File: src/rtl/core/crml_pkg.sv
package crml_pkg;

   // fixed field widths
   localparam int POS_W     = 48;
   localparam int MASS_W    = 56;
   localparam int MO_W      = 57;
   localparam int CMD_W     = 3;
   localparam int STAT_W    = 2;
   localparam int REQ_DW    = 200;
   localparam int RSP_DW    = 112;
   localparam int MUL_CHUNK = 16;
   localparam int MUL_STEPS = POS_W / MUL_CHUNK;
   localparam int PROD_W    = 2 * POS_W;

   // command codes
   localparam logic [CMD_W-1:0] CMD_LOAD    = 3'd0;
   localparam logic [CMD_W-1:0] CMD_CLEAR   = 3'd1;
   localparam logic [CMD_W-1:0] CMD_P2M     = 3'd2;
   localparam logic [CMD_W-1:0] CMD_M2P     = 3'd3;
   localparam logic [CMD_W-1:0] CMD_SHIFT   = 3'd4;
   localparam logic [CMD_W-1:0] CMD_BTW     = 3'd5;
   localparam logic [CMD_W-1:0] CMD_BTW_EXC = 3'd6;

   // status codes
   localparam logic [STAT_W-1:0] ST_OK    = 2'd0;
   localparam logic [STAT_W-1:0] ST_ORDER = 2'd1;
   localparam logic [STAT_W-1:0] ST_FULL  = 2'd2;
   localparam logic [STAT_W-1:0] ST_FEW   = 2'd3;

   typedef enum logic [4:0] {
      OP_NONE,
      OP_CAPTURE,
      OP_KEY_PB,
      OP_SAVE_LEFT,
      OP_KEY_TARGET,
      OP_SRCH_INIT,
      OP_SRCH_STEP,
      OP_RES_ZERO,
      OP_RES_CM,
      OP_MUL_LOAD,
      OP_MUL_STEP,
      OP_ROUND,
      OP_RES_ACC,
      OP_DIV_LOAD,
      OP_DIV_STEP,
      OP_PO_BP,
      OP_PO_DIV,
      OP_MO_RES,
      OP_MO_DIFF,
      OP_WRITE,
      OP_CLEAR,
      OP_ST_ORDER,
      OP_ST_FULL,
      OP_ST_FEW,
      OP_EMIT
   } op_type;

   typedef enum logic [2:0] {
      RA_ZERO,
      RA_LAST,
      RA_MID,
      RA_K,
      RA_LO
   } rd_sel_type;

   typedef struct packed {
      op_type     op;
      logic       rd_en;
      rd_sel_type rd_sel;
      logic       srch_mass;
   } ctl_type;

   typedef struct packed {
      logic [CMD_W-1:0] cmd;
      logic             n_full;
      logic             n_zero;
      logic             n_lt2;
      logic             key_le_bp;
      logic             key_ge_bp;
      logic             key_ge_cm;
      logic             key_zero;
      logic             rate_zero;
      logic             lo_lt_hi;
      logic             lo_ge_n;
      logic             lo_zero;
      logic             mul_last;
      logic             div_last;
      logic             out_free;
   } sts_type;

endpackage

File: src/rtl/core/crml_ctrl.sv
module crml_ctrl import crml_pkg::*; (
   input  logic    clock,
   input  logic    reset,
   input  logic    req_tvalid,
   output logic    req_tready,
   input  sts_type sts,
   output ctl_type ctl
);

   typedef enum logic [4:0] {
      S_IDLE,
      S_DISPATCH,
      S_LD_CK,
      S_P_RD0,
      S_P_CK0,
      S_P_CKL,
      S_SRCH_RD,
      S_SRCH_CMP,
      S_P_SUB,
      S_P_MUL,
      S_P_RND,
      S_P_ACC,
      S_P_END,
      S_SH_CK,
      S_M_START,
      S_M_CHK,
      S_M_DIV,
      S_M_FIN,
      S_M_POS,
      S_FIN
   } state_type;

   state_type state_ff, state_in;
   logic      second_ff, second_in;
   logic      m2p_ff, m2p_in;

   assign req_tready = (state_ff == S_IDLE);

   // next state and datapath commands
   always_comb begin
      state_in      = state_ff;
      second_in     = second_ff;
      m2p_in        = m2p_ff;
      ctl.op        = OP_NONE;
      ctl.rd_en     = 1'b0;
      ctl.rd_sel    = RA_ZERO;
      ctl.srch_mass = m2p_ff;
      case (state_ff)
         S_IDLE: begin
            if (req_tvalid) begin
               ctl.op    = OP_CAPTURE;
               second_in = 1'b0;
               m2p_in    = 1'b0;
               state_in  = S_DISPATCH;
            end
         end
         S_DISPATCH: begin
            case (sts.cmd)
               CMD_LOAD: begin
                  if (sts.n_full) begin
                     ctl.op   = OP_ST_FULL;
                     state_in = S_FIN;
                  end else if (sts.n_zero) begin
                     ctl.op   = OP_RES_ZERO;
                     state_in = S_P_END;
                  end else begin
                     ctl.rd_en  = 1'b1;
                     ctl.rd_sel = RA_LAST;
                     state_in   = S_LD_CK;
                  end
               end
               CMD_CLEAR: begin
                  ctl.op   = OP_CLEAR;
                  state_in = S_FIN;
               end
               CMD_P2M, CMD_SHIFT, CMD_M2P, CMD_BTW, CMD_BTW_EXC: begin
                  if (sts.n_lt2) begin
                     ctl.op   = OP_ST_FEW;
                     state_in = S_FIN;
                  end else if (sts.cmd == CMD_M2P) begin
                     m2p_in   = 1'b1;
                     state_in = S_M_START;
                  end else begin
                     if (sts.cmd == CMD_BTW || sts.cmd == CMD_BTW_EXC) begin
                        ctl.op = OP_KEY_PB;
                     end
                     state_in = S_P_RD0;
                  end
               end
               default: begin
                  state_in = S_FIN;
               end
            endcase
         end
         // reject a breakpoint that is not above the last one
         S_LD_CK: begin
            if (sts.key_le_bp) begin
               ctl.op   = OP_ST_ORDER;
               state_in = S_FIN;
            end else begin
               state_in = S_P_SUB;
            end
         end
         S_P_RD0: begin
            ctl.rd_en  = 1'b1;
            ctl.rd_sel = RA_ZERO;
            state_in   = S_P_CK0;
         end
         S_P_CK0: begin
            if (sts.key_le_bp) begin
               ctl.op   = OP_RES_ZERO;
               state_in = S_P_END;
            end else begin
               ctl.rd_en  = 1'b1;
               ctl.rd_sel = RA_LAST;
               state_in   = S_P_CKL;
            end
         end
         S_P_CKL: begin
            if (sts.key_ge_bp) begin
               ctl.op   = OP_RES_CM;
               state_in = S_P_END;
            end else begin
               ctl.op   = OP_SRCH_INIT;
               state_in = S_SRCH_RD;
            end
         end
         // bisect-left: read the middle entry, then narrow the range
         S_SRCH_RD: begin
            ctl.rd_en = 1'b1;
            if (sts.lo_lt_hi) begin
               ctl.rd_sel = RA_MID;
               state_in   = S_SRCH_CMP;
            end else if (!m2p_ff) begin
               ctl.rd_sel = RA_K;
               state_in   = S_P_SUB;
            end else if (sts.lo_ge_n) begin
               ctl.rd_sel = RA_LAST;
               state_in   = S_M_POS;
            end else if (sts.lo_zero) begin
               ctl.rd_sel = RA_ZERO;
               state_in   = S_M_POS;
            end else begin
               ctl.rd_sel = RA_K;
               state_in   = S_M_CHK;
            end
         end
         S_SRCH_CMP: begin
            ctl.op   = OP_SRCH_STEP;
            state_in = S_SRCH_RD;
         end
         // interval mass: multiply, round, accumulate
         S_P_SUB: begin
            ctl.op   = OP_MUL_LOAD;
            state_in = S_P_MUL;
         end
         S_P_MUL: begin
            ctl.op = OP_MUL_STEP;
            if (sts.mul_last) begin
               state_in = S_P_RND;
            end
         end
         S_P_RND: begin
            ctl.op   = OP_ROUND;
            state_in = S_P_ACC;
         end
         S_P_ACC: begin
            ctl.op   = OP_RES_ACC;
            state_in = S_P_END;
         end
         // a mass is ready: finish per command
         S_P_END: begin
            case (sts.cmd)
               CMD_LOAD: begin
                  ctl.op   = OP_WRITE;
                  state_in = S_FIN;
               end
               CMD_SHIFT: begin
                  ctl.op     = OP_KEY_TARGET;
                  ctl.rd_en  = 1'b1;
                  ctl.rd_sel = RA_LAST;
                  state_in   = S_SH_CK;
               end
               CMD_BTW, CMD_BTW_EXC: begin
                  if (!second_ff) begin
                     ctl.op    = OP_SAVE_LEFT;
                     second_in = 1'b1;
                     state_in  = S_P_RD0;
                  end else begin
                     ctl.op   = OP_MO_DIFF;
                     state_in = S_FIN;
                  end
               end
               default: begin
                  ctl.op   = OP_MO_RES;
                  state_in = S_FIN;
               end
            endcase
         end
         // clamp a shift that reaches the end
         S_SH_CK: begin
            if (sts.key_ge_cm) begin
               ctl.op   = OP_PO_BP;
               state_in = S_FIN;
            end else begin
               m2p_in   = 1'b1;
               state_in = S_M_START;
            end
         end
         S_M_START: begin
            if (sts.key_zero) begin
               ctl.rd_en  = 1'b1;
               ctl.rd_sel = RA_ZERO;
               state_in   = S_M_POS;
            end else begin
               ctl.op        = OP_SRCH_INIT;
               ctl.srch_mass = 1'b1;
               state_in      = S_SRCH_RD;
            end
         end
         S_M_CHK: begin
            if (sts.rate_zero) begin
               ctl.rd_en  = 1'b1;
               ctl.rd_sel = RA_LO;
               state_in   = S_M_POS;
            end else begin
               ctl.op   = OP_DIV_LOAD;
               state_in = S_M_DIV;
            end
         end
         S_M_DIV: begin
            ctl.op = OP_DIV_STEP;
            if (sts.div_last) begin
               state_in = S_M_FIN;
            end
         end
         S_M_FIN: begin
            ctl.op   = OP_PO_DIV;
            state_in = S_FIN;
         end
         S_M_POS: begin
            ctl.op   = OP_PO_BP;
            state_in = S_FIN;
         end
         // hand the word to the output register once it is free
         S_FIN: begin
            if (sts.out_free) begin
               ctl.op   = OP_EMIT;
               state_in = S_IDLE;
            end
         end
         default: begin
            state_in = S_IDLE;
         end
      endcase
   end

   always_ff @(posedge clock) begin
      if (reset) begin
         state_ff  <= S_IDLE;
         second_ff <= 1'b0;
         m2p_ff    <= 1'b0;
      end else begin
         state_ff  <= state_in;
         second_ff <= second_in;
         m2p_ff    <= m2p_in;
      end
   end

endmodule

File: config.mk
export PLATFORM = sky130hd
export DESIGN_NAME = crml_ctrl
export DESIGN_NICKNAME = d
export VERILOG_FILES = /design/src/rtl/core/crml_pkg.sv /design/src/rtl/core/crml_ctrl.sv
export SDC_FILE = /design/constraint.sdc
export NUM_CORES = 1
export LEC_CHECK = 0
export ABC_CLOCK_PERIOD_IN_PS = 1400
export BUFFER_PORTS_ARGS = -buffer_cell sky130_fd_sc_hd__buf_4
export CAP_MARGIN = 40
export CORE_ASPECT_RATIO = 2
export CORE_MARGIN = 2
export CORE_UTILIZATION = 27
export DETAILED_ROUTE_END_ITERATION = 10
export SLEW_MARGIN = 20
export SYNTH_ARGS = -nofsm -noshare
export SYNTH_HDL_FRONTEND = slang
export SYNTH_SLANG_ARGS = --single-unit
File: constraint.sdc
create_clock -name clock -period 1.4 [get_ports clock]
set_input_delay 0.07 -clock clock [delete_from_list [all_inputs] [get_ports clock]]
set_output_delay 0.07 -clock clock [all_outputs]
set_load 0.005 [all_outputs]
* Yosys cells after proc, flatten, opt, wreduce, memory -nomap -nowiden
Cells that the tools add are included.
W data, S select, Z words.
** Word-level totals
- Flip-flop bits (word level) :: 7
- Output and inout port bits :: 11
** Operators by class
- Reductions and logical operators :: 11
- Equality and inequality tests :: 34
- Muxes and demuxes :: 61
** Operators by type and width (number)
- $mux W5 :: 20
- $pmux W5 S19 :: 1
- $pmux W5 S18 :: 1
- $mux W4 :: 14
- $eq A5 B4 Y1 const B :: 8
- $pmux W5 S3 :: 2
- $pmux W4 S7 :: 1
- $eq A5 B3 Y1 const B :: 4
- $eq A5 B5 Y1 const B :: 4
- $pmux W5 S2 :: 2
- $ne A2 B2 Y1 const B :: 7
- $mux W2 :: 6
- $eq A5 B2 Y1 const B :: 2
- $eq A3 B3 Y1 const B :: 3
- $mux W1 :: 9
- $mux W3 :: 3
- $eq A3 B2 Y1 const B :: 2
- $reduce_and A6 Y1 :: 1
- $eq A5 B1 Y1 const B :: 1
- $logic_not A5 Y1 :: 1
- $reduce_or A5 Y1 :: 1
- $ne A2 B1 Y1 const B :: 2
- $reduce_and A4 Y1 :: 1
- $reduce_or A2 Y1 :: 2
- 8 further kinds :: 8

* Depth between registers and ports, before layout
- Depth in word-level cells :: 7
- Gate-level depth with buffers :: 7
- Gate-level depth less buffers :: 5

* Least setup slack after synthesis
OpenSTA, ideal clock, no wires.
- Path kind :: flip-flop to output port
- Start point :: reg state_ff[3]
- End point :: out ctl[7] (netlist name)
- Path slack :: -0.051 ns
- Stages on the path, launching flop included :: 6
- Arrival :: 1.381 ns
- Cells stage by stage :: dfxtp_1 -> and3b_1 -> buf_4 -> and3_4 -> a21o_1 -> or3_1
** RTL lines
- start, declared :: RTL line crml_ctrl.sv:33 : state_type state_ff, state_in;
- start signal, assigned :: RTL line crml_ctrl.sv:264 : state_ff <= state_in;
- end, declared :: RTL line crml_ctrl.sv:7 : output ctl_type ctl

==> metrics.md <==
| Metric | Value |
|---|---|
| Worst path required time | `about 1.3 ns` |
| Asr flop ratio synth | `0` |
| CP Max Fanout | `5` |
| Critical R2R Launch | `state_ff[3]` |
| Antenna Violating Nets Remaining | `0` |
| Die Height | `between 100 and 150 um` |
| Post-synth top area cell | `dfxtp_1` |
| Clock Latency Late Sink | `~0.22 ns` |
| Clock-pin slew on the worst setup and hold paths | `0.04 ns` |
| Placer Congestion | `between 0.9 and 1` |
| Number of global-route vias before repair | `roughly 2,000` |
| Library cells used by synthesis | `61` |
| Setup CP Type | `reg -> out` |
| Final worst slack | `-0.511 ns` |
| Largest net degree at the start of global routing | `22` |
| GRT Total Usage | `0.233` |
| Worst Hold Launch | `reset` |
| Number of max-cap violations | `0` |
| Setup TNS | `-4.93 ns` |
| Post-synth EDFFs | `0` |
| Syn_nets | `~220` |
| Startpoint types | `flop` |
| Detailed-route via count | `1,977` |
| Top Layer Used | `met4` |
| Yosys top cell area share | `0.105` |
| DRC | `0` |
| Post-DP HPWL | `4.73 mm` |
| Worst reg2reg setup slack | `-0.30 ns` |
| Inserted Diodes | `0` |
| Placement Cell Area | `between 1500 and 2000 um2` |
| Final core occ | `0.559` |
| Met1 Routed Length | `between 2 and 2.5 mm` |
| DRT iter0 DRCs | `about 50` |
| Final instance area | `approximately 2700 um2` |
| Tmin final | `roughly 1.9 ns` |
| R2R cell count | `7` |
| Row count | `36` |
| VDD IR max | `~1100 uV` |
| Yosys warns | `0` |
| Die ar. | `5580 um2` |
| Initial antenna violation count | `0` |
| Violated checks | `negative setup slack` |
| # port buffers | `30` |
| Min-Delay Endpoint | `state_ff[3]` |
| First-pass GRT wire length | `just under 10 mm` |
| Post-Route WL | `between 6 and 7 mm` |
| RSZ-0062 raised after global routing | `true` |
| Synth cell count leaders | `nor2_1 (22), nand2_1 (18), a21oi_1 (17), o21ai_0 (16), nand3_1 (12)` |
| Clock root buffer | `clkbuf_8` |
| Top Ports | `31` |
| Relative slew slack | `0.622` |
| Synth Instances | `~200` |
| Fmax | `between 500 and 600 MHz` |
| # clock sinks | `7` |
| Final Cycle Share | `1.36` |
| Final hold vios | `0` |
| Wire per inst | `between 15 and 20 um` |
| Power per cell area | `about 2200 nW/um2` |
| Share of layout cells above drive strength 1 | `0.616` |
| Seq/Total Area, Yosys | `0.105` |
| CTS tree | `yes` |
| Predominant post-synthesis flop cell | `dfxtp_1` |
| Final Non-Filler Cells | `354` |
| Layout area overhead | `101%` |
| Max Root-Sink Buffers | `2` |
| Clk_skew | `about 0.0012 ns` |
| Worst-Margin Slew | `between 0.5 and 0.6 ns` |
| H-tree Lvls | `1` |
| Reg-to-reg critical path endpoint | `state_ff[1]` |
| Outcome | `complete, but fails checks` |
| Final setup fails | `17` |
| Cts bufs inserted | `3` |
| Hold path depth | `2` |
| Die X | `between 50 and 60 um` |
| DR pass1 iterations | `4` |
| Most common cell in the netlist | `nor2_1` |
| Multi-input gate area | `around 1400 um2` |
| Crit path launch | `state_ff[1]` |
| CP Capture Type | `primary output` |
| Area contributors post-synth | `dfxtp_1 (10%), a21oi_1 (6.3%), nor2_1 (6.2%)` |
| Syn Std Cell Area | `1340 um2` |
| DR WL met3 | `between 150 and 200 um` |
| Initial core utilization | `0.278` |
| Layout Nets | `318` |
| FF+latch count, synth | `7` |
| WP data arrival | `1.84 ns` |
| Area of the core | `between 4000 and 5000 um2` |
| FF/Latch Area | `between 150 and 200 um2` |
| Fill cells | `about 420` |
| Hold Crit Class | `in -> reg` |
| Leakage | `about 1.1 nW` |
| Synth Area per Inst | `approximately 6.7 um2` |
| Total grt overflow | `0` |
| Vias per inst | `about 5.6` |
| Worst hold slack | `0.0796 ns` |
| Met2 WL post-DR | `3.48 mm` |
| Final max-slew violation count | `0` |
| Placed Cells | `between 300 and 400` |
-- timing repair --
action / 4_1_cts / 5_1_grt
cloned: 0 / 1
setup endpoints to repair: 18 / 18
setup buffers: 16 / 12
pin swaps: 18 / 33
resized for setup: 85 / 41
hold buffers: 0 / 0
-- cells in the final DEF, fill, tap and decap left out, types with 3 or more instances in the layout --
| cell type | instances |
|---|---|
| buf_4 | 73 |
| buf_6 | 30 |
| nor2_1 | 18 |
| nand2_1 | 13 |
| nand3_1 | 9 |
| a21oi_1 | 9 |
| o21ai_0 | 8 |
| a21oi_2 | 7 |
| nand2_2 | 6 |
| nor3_1 | 6 |
| o21ai_2 | 5 |
| o21ai_1 | 5 |
| buf_12 | 5 |
| dfxtp_4 | 5 |
| nor2_4 | 4 |
| nand3b_1 | 4 |
| nor3b_1 | 4 |
| or3_4 | 3 |
| a211o_1 | 3 |
| o211ai_1 | 3 |
| o31ai_2 | 3 |
| a31oi_1 | 3 |
| clkbuf_8 | 3 |
-- logic make-up (layout without fill, tap and decap cells) --
family / after synthesis / count (layout) / share of synthesized area
simple gates: 99 / 99 / 0.425
compound gates: 70 / 70 / 0.350
buf+inv: 22 / 120 / 0.114
flops: 7 / 7 / 0.105
xor+xnor: 1 / 1 / 0.00654
-- worst max-delay path, stage by stage (launching register included) --
cell,delay [ns]
dfxtp_4,0.38
buf_6,0.14
nor4bb_1,0.52
a21oi_2,0.04
o21ai_1,0.15
a21o_1,0.15
nand3b_1,0.12
buf_4,0.11
-- power by group --
part / internal, mW / total [mW] / switching [mW]
Sequential: 0.316 / 0.498 / 0.182
Combinational: 2.78 / 5.07 / 2.28
Clock: 0.198 / 0.289 / 0.0920
Total: 3.30 / 5.85 / 2.56
-- metrics by stage --
stage,setup slack [ns],total power [mW]
4_1_cts,-0.454,4.99
2_1_floorplan,-0.0178,2.03
5_1_grt,-0.575,6.16
3_3_place_gp,-0.356,3.62
6_report,-0.511,5.85
3_5_place_dp,-0.365,3.62
-- cell type report --
cell class	count	share of cell area
Clock buffer	4	0.0167
Tap cell	57	0.0265
Multi-Input combinational cell	170	0.505
Sequential cell	7	0.0590
Inverter	6	0.0116
Timing Repair Buffer	110	0.381
-- state kept, by name (all words and copies together), names as in the netlist --
name / cells
m2p_ff: 1
state_ff: 5
second_ff: 1
-- worst max path at each step --
stage / slack (ns) / end
global placement: -0.36 / ctl[5]
CTS: -0.45 / ctl[5]
detailed placement: -0.36 / ctl[5]
floorplan: -0.02 / ctl[7]
global route: -0.58 / ctl[6]
finish: -0.51 / ctl[6]
-- layer usage --
metal  global-route usage  vias up
li1                     -      952
met1                0.221      923
met2                0.423       68
met3               0.0159       34
met4                0.170        0
met5                    0        -
Power figures use the tool's default switching activity.
